**src/design/sorted_check_table_insert_unit_defines.svh**
```systemverilog
// assertion macros for the sorted check table insert unit
`ifndef SORTED_CHECK_TABLE_INSERT_UNIT_DEFINES_SVH
`define SORTED_CHECK_TABLE_INSERT_UNIT_DEFINES_SVH

// same-cycle implication, sampled on clk, off while rst is high
`define SCT_CHECK(label, ante, cons, msg) \
  label: assert property (@(posedge clk) disable iff (rst) (ante) |-> (cons)) \
    else $error(msg);

// next-cycle implication, sampled on clk, off while rst is high
`define SCT_CHECK_NEXT(label, ante, cons, msg) \
  label: assert property (@(posedge clk) disable iff (rst) (ante) |=> (cons)) \
    else $error(msg);

`endif

```
**src/design/sct_pkg.sv**
```systemverilog
// shared types and constants for the sorted check table insert unit
`timescale 1ns / 1ps
`default_nettype none

package sct_pkg;

  localparam int TABLE_DEPTH = 128;
  localparam int IDX_W       = (TABLE_DEPTH > 1) ? $clog2(TABLE_DEPTH) : 1;
  localparam int CNT_W       = $clog2(TABLE_DEPTH + 1);

  localparam int KEY_W  = 62;
  localparam int ID_W   = 64;
  localparam int ATTR_W = 12;

  typedef enum logic [1:0] {
    CMD_INSERT = 2'd0,
    CMD_READ   = 2'd1,
    CMD_CLEAR  = 2'd2
  } cmd_t;

  typedef enum logic [1:0] {
    STAT_DONE  = 2'd0,
    STAT_FULL  = 2'd1,
    STAT_RANGE = 2'd2
  } status_t;

  typedef enum logic {
    ST_IDLE = 1'b0,
    ST_EXEC = 1'b1
  } state_t;

  // key is {packet_count, send_interval, packet_size, wait_timeout}
  // attr is {host_ref, check_kind, stat_mode}
  typedef struct packed {
    logic [KEY_W-1:0]  key;
    logic [ID_W-1:0]   id;
    logic [ATTR_W-1:0] attr;
  } entry_t;

  typedef struct packed {
    logic ins_en;
    logic occupied;
  } cell_ctl_t;

endpackage

`default_nettype wire

```
**src/design/sct_cell.sv**
```systemverilog
// one table slot: compares its key with the new key and shifts on insert
`timescale 1ns / 1ps
`default_nettype none

module sct_cell (
  input  logic              clk,
  input  sct_pkg::cell_ctl_t ctl,
  input  sct_pkg::entry_t   new_entry,
  input  sct_pkg::entry_t   left_entry,
  input  logic              left_less,
  output logic              less,
  output logic              here,
  output sct_pkg::entry_t   entry
);
  import sct_pkg::*;

  assign less = ctl.occupied && (entry.key < new_entry.key);
  // first slot whose key is not smaller takes the new entry
  assign here = !less && left_less;

  always_ff @(posedge clk) begin
    if (ctl.ins_en && !less) begin
      entry <= left_less ? new_entry : left_entry;
    end
  end

endmodule

`default_nettype wire

```
**config.mk**
```make
export PLATFORM = sky130hd
export DESIGN_NAME = sct_cell
export DESIGN_NICKNAME = d
export VERILOG_FILES = /design/src/design/sorted_check_table_insert_unit_defines.svh /design/src/design/sct_pkg.sv /design/src/design/sct_cell.sv
export SDC_FILE = /design/constraint.sdc
export NUM_CORES = 1
export LEC_CHECK = 0
export ABC_AREA = 1
export BUFFER_PORTS_ARGS = -buffer_cell sky130_fd_sc_hd__buf_2
export CORE_AREA = 3 3 162 164
export CTS_CLUSTER_SIZE = 14
export DETAILED_ROUTE_END_ITERATION = 7
export DIE_AREA = 0 0 165 167
export GPL_TIMING_DRIVEN = 0
export SYNTH_ARGS = -nofsm -noshare
export SYNTH_HDL_FRONTEND = slang
export SYNTH_SLANG_ARGS = --single-unit
```
**constraint.sdc**
```tcl
create_clock -name clk -period 19.85 [get_ports clk]
set_input_delay 1.985 -clock clk [delete_from_list [all_inputs] [get_ports clk]]
set_output_delay 1.985 -clock clk [all_outputs]
set_load 0.03 [all_outputs]
```
==> metrics.md <==
| Metric | Value |
|---|---|
| Longest Clk Path Bufs | `2` |
| Worst path arrival time | `3.60 ns` |
| CP max stage delay | `0.30 ns` |
| Area leader, netlist | `edfxtp_1` |
| Initial Utilization | `around 30%` |
| Area Overhead vs Synth | `43.2%` |
| DRT antenna net count | `0` |
| TritonRoute pass-1 iters | `5` |
| Register area share after synthesis | `between 50% and 60%` |
| Tmin final | `5.59 ns` |
| Sw Pwr | `0.000265 W` |
| TNS Setup | `0 ns` |
| Slowest cell on crit path | `ha_1` |
| Unrepaired setup endpoints after global routing | `false` |
| Top-area cell type share of the netlist area | `a little under three fifths` |
| Largest regs | `entry: 138 flops` |
| First-pass GRT wire length | `about 38 mm` |
| Fin. max-slew vios | `0` |
| Max_cap viols | `0` |
| Clock Sinks | `138` |
| Largest family of logic cells by synthesized area | `simple AND/OR/NAND/NOR gates` |
| Routed WL | `25.7 mm` |
| Post-Synth Simple-Gate Area | `21.8%` |
| Detailed Place HPWL | `20.8 mm` |
| Leakage | `~5.5 nW` |
| Drt initial violations | `around 360` |
| Tot GR Track Use | `between 15 and 20%` |
| Worst-path cell chain | `buf_2, inv_1, ha_1, a21oi_1, o21a_1, nand2_1, nand2_1, nand2_1, nor2_1, and2_1, buf_2` |
| Average routed wire per standard cell | `16.0 um` |
| Clk Latency, worst-skew pair | `0.43 ns` |
| CP Launch Type | `input pin` |
| Reg power frac | `41.4%` |
| Slew @ Worst Pin | `0.773 ns` |
| Area fraction in compound gates after synthesis | `6.09%` |
| Clock Power Share | `37.6%` |
| CP dominant cell by count | `nand2_1` |
| Layout Nets | `1,600` |
| Fin. Hold Viols | `0` |
| Syn_area_per_cell | `about 9.1 um2` |
| Final Skew | `0.0228 ns` |
| Pin count of the biggest net entering global routing | `31` |
| Seq cells post-synth | `138` |
| Final setup fails | `0` |
| Count of buffers from port buffering | `roughly 420` |
| Die ar. | `27,600 um2` |
| PD cells | `81.2 nW/um2` |
| Syn nets | `between 1,000 and 1,500` |
| Gpl congestion | `0.862` |
| Share of cells above drive strength 1 | `a little under two fifths` |
| CP Class | `input pin to output port` |
| Comb pwr share | `21.0%` |
| Post_cts resized | `0` |
| Core area | `25,000 um2` |
| Crit path buf inv count | `3` |
| Yosys cell types | `27` |
| Die Wd | `165 um` |
| CTS Hold Bufs | `0` |
| Post-synthesis mux area share | `0%` |
| Post-CTS Setup Inserts | `0` |
| Residual DRC | `0` |
| Top reg by flops | `entry` |
| CP required | `approximately 18 ns` |
| Top cells by area, synth | `edfxtp_1 56%, nand2_1 19%, ha_1 10%` |
| Hold Path Class | `register to register` |
| Status | `completed` |
| Synth Warn # | `0` |
| H-tree Lvls | `4` |
| TritonCTS Buffers | `17` |
| Internal power | `0.000602 W` |
| Initial antenna violation count | `7` |
| Final Non-Filler Cells | `approximately 1,600` |
| Clock transition at path regs | `0.06 ns` |
| Vias in the first global route | `between 6,000 and 7,000` |
| Via density | `~4.4` |
| Number of cells after detailed placement | `1,570` |
| Period utilisation layout | `28.1%` |
| Grt ovf | `0` |
| CP Max Fanout | `3` |
| CP Capture Type | `output port` |
| Slew margin rel. | `between 40% and 50%` |
| Row count | `58` |
| Via Count | `7,055` |
| F_max | `roughly 180 MHz` |
| Post-synthesis instance total | `just over 800` |
| Die H | `approximately 170 um` |
| Maximum vdd drop | `0.0000411 V` |
| Root Buffer | `clkbuf_16` |
| Post-Syn Area | `7460 um2` |
| Sw Share | `30.6%` |
| Synth Area in Adders | `between 10% and 20%` |
| I/O Pins | `420` |
| Delay-heaviest family, CP | `simple AND/OR/NAND/NOR gates` |
| Synth Area in XOR/XNOR | `0%` |
| CTS tree | `built` |
| Max reg flops | `138` |
## worst min-delay path, cell delays in order, from the launching register on
cell and delay, ns:
edfxtp_1 0.35, ha_1 0.22, nand4_1 0.11, nor3_2 0.06, nand2_2 0.10, a21oi_4 0.20
## final cells by class
| type | count | area (um2) |
|---|---|---|
| flip-flops and latches | 138 | 4140 |
| well taps | 330 | 413 |
| fillers | 2603 | 14400 |
| plain buffers | 31 | 156 |
| clock buffers | 17 | 425 |
| repair buffers | 423 | 2200 |
| inverters | 84 | 315 |
| diodes | 4 | 10.0 |
| multi-input cells | 564 | 2850 |
| clock inverters | 14 | 163 |
## power by group through the flow
stage | clock network [W] | registers [W] | logic [W]
3_5_place_dp | 0 | 0.000365 | 0.000184
6_report | 0.000326 | 0.000359 | 0.000182
5_1_grt | 0.000346 | 0.000362 | 0.000201
3_3_place_gp | 0 | 0.000374 | 0.000177
4_1_cts | 0.000336 | 0.000359 | 0.000184
2_1_floorplan | 0 | 0.000416 | 0.0000611
## per-stage QoR
step	util [%]	hold slack, ns	instance area, um2	worst slack [ns]	total power (W)
final	42.7	1.24	10700	14.26	0.000867
after global routing	42.6	1.31	10700	14.09	0.000908
after CTS	42.6	1.26	10700	14.23	0.000880
after detailed placement	40.3	1.24	10100	14.24	0.000549
after global placement	39.8	2.25	9960	5.78	0.000551
after floorplan	-	2.16	7460	9.63	0.000477
## path summary, 6_finish.rpt
check | cells after the start | slack, ns | from | to
worst min register to register | 5 | 1.24 | entry[114] | entry[120]
worst max register to register | 15 | 16.48 | entry[89] | entry[33]
worst max-delay path | 11 | 14.26 | new_entry[113] | less
worst min-delay path | 5 | 1.24 | entry[114] | entry[120]
## synth_stat cells
cell type	instances
a21o_1	1
a21o_2	1
a21oi_1	21
and2_1	3
and2_4	1
buf_2	14
buf_4	4
buf_6	1
clkbuf_1	12
edfxtp_1	138
ha_1	61
inv_1	83
inv_2	1
nand2_1	377
nand2_2	2
nand3_1	4
nand3b_1	1
nand4_1	2
nand4_2	1
nor2_1	15
nor2_2	7
nor2b_1	1
nor3_2	1
o21a_1	2
o21ai_0	56
o21ai_1	6
o21bai_1	1
## cells in the final DEF, fill, tap and decap left out, drive strengths merged
master | Yosys | routed
nor3 | 1 | 1
buf | 19 | 442
and2 | 4 | 4
o21bai | 1 | 1
nand4 | 3 | 3
nand3 | 4 | 4
edfxtp | 138 | 138
a21o | 2 | 2
nor2b | 1 | 1
ha | 61 | 61
o21a | 2 | 2
clkbuf | 12 | 29
a21oi | 21 | 21
inv | 84 | 91
bufinv | 0 | 2
nor2 | 22 | 22
clkinvlp | 0 | 4
nand2 | 379 | 379
clkinv | 0 | 1
nand3b | 1 | 1
o21ai | 62 | 62
diode | 0 | 4
## per-layer routing
metal  part of all wire, %  GRT usage (%)  up-vias
met2                    50           31.8      325
met5                  0.13              0        -
met3                   9.3           6.02       44
met1                    38           20.0     3138
met4                   2.5           6.64        4
li1                      -              -     3544
## cells by family (layout without fill, tap and decap cells)
group,count (synthesis),after routing
other,0,4
buffers and inverters,115,569
AND/OR/NAND/NOR,415,415
AO/OA/AOI/OAI,88,88
flip-flops,138,138
adder cells (fa/ha/maj),61,61
Note: power is estimated with default switching activity, not from simulation.
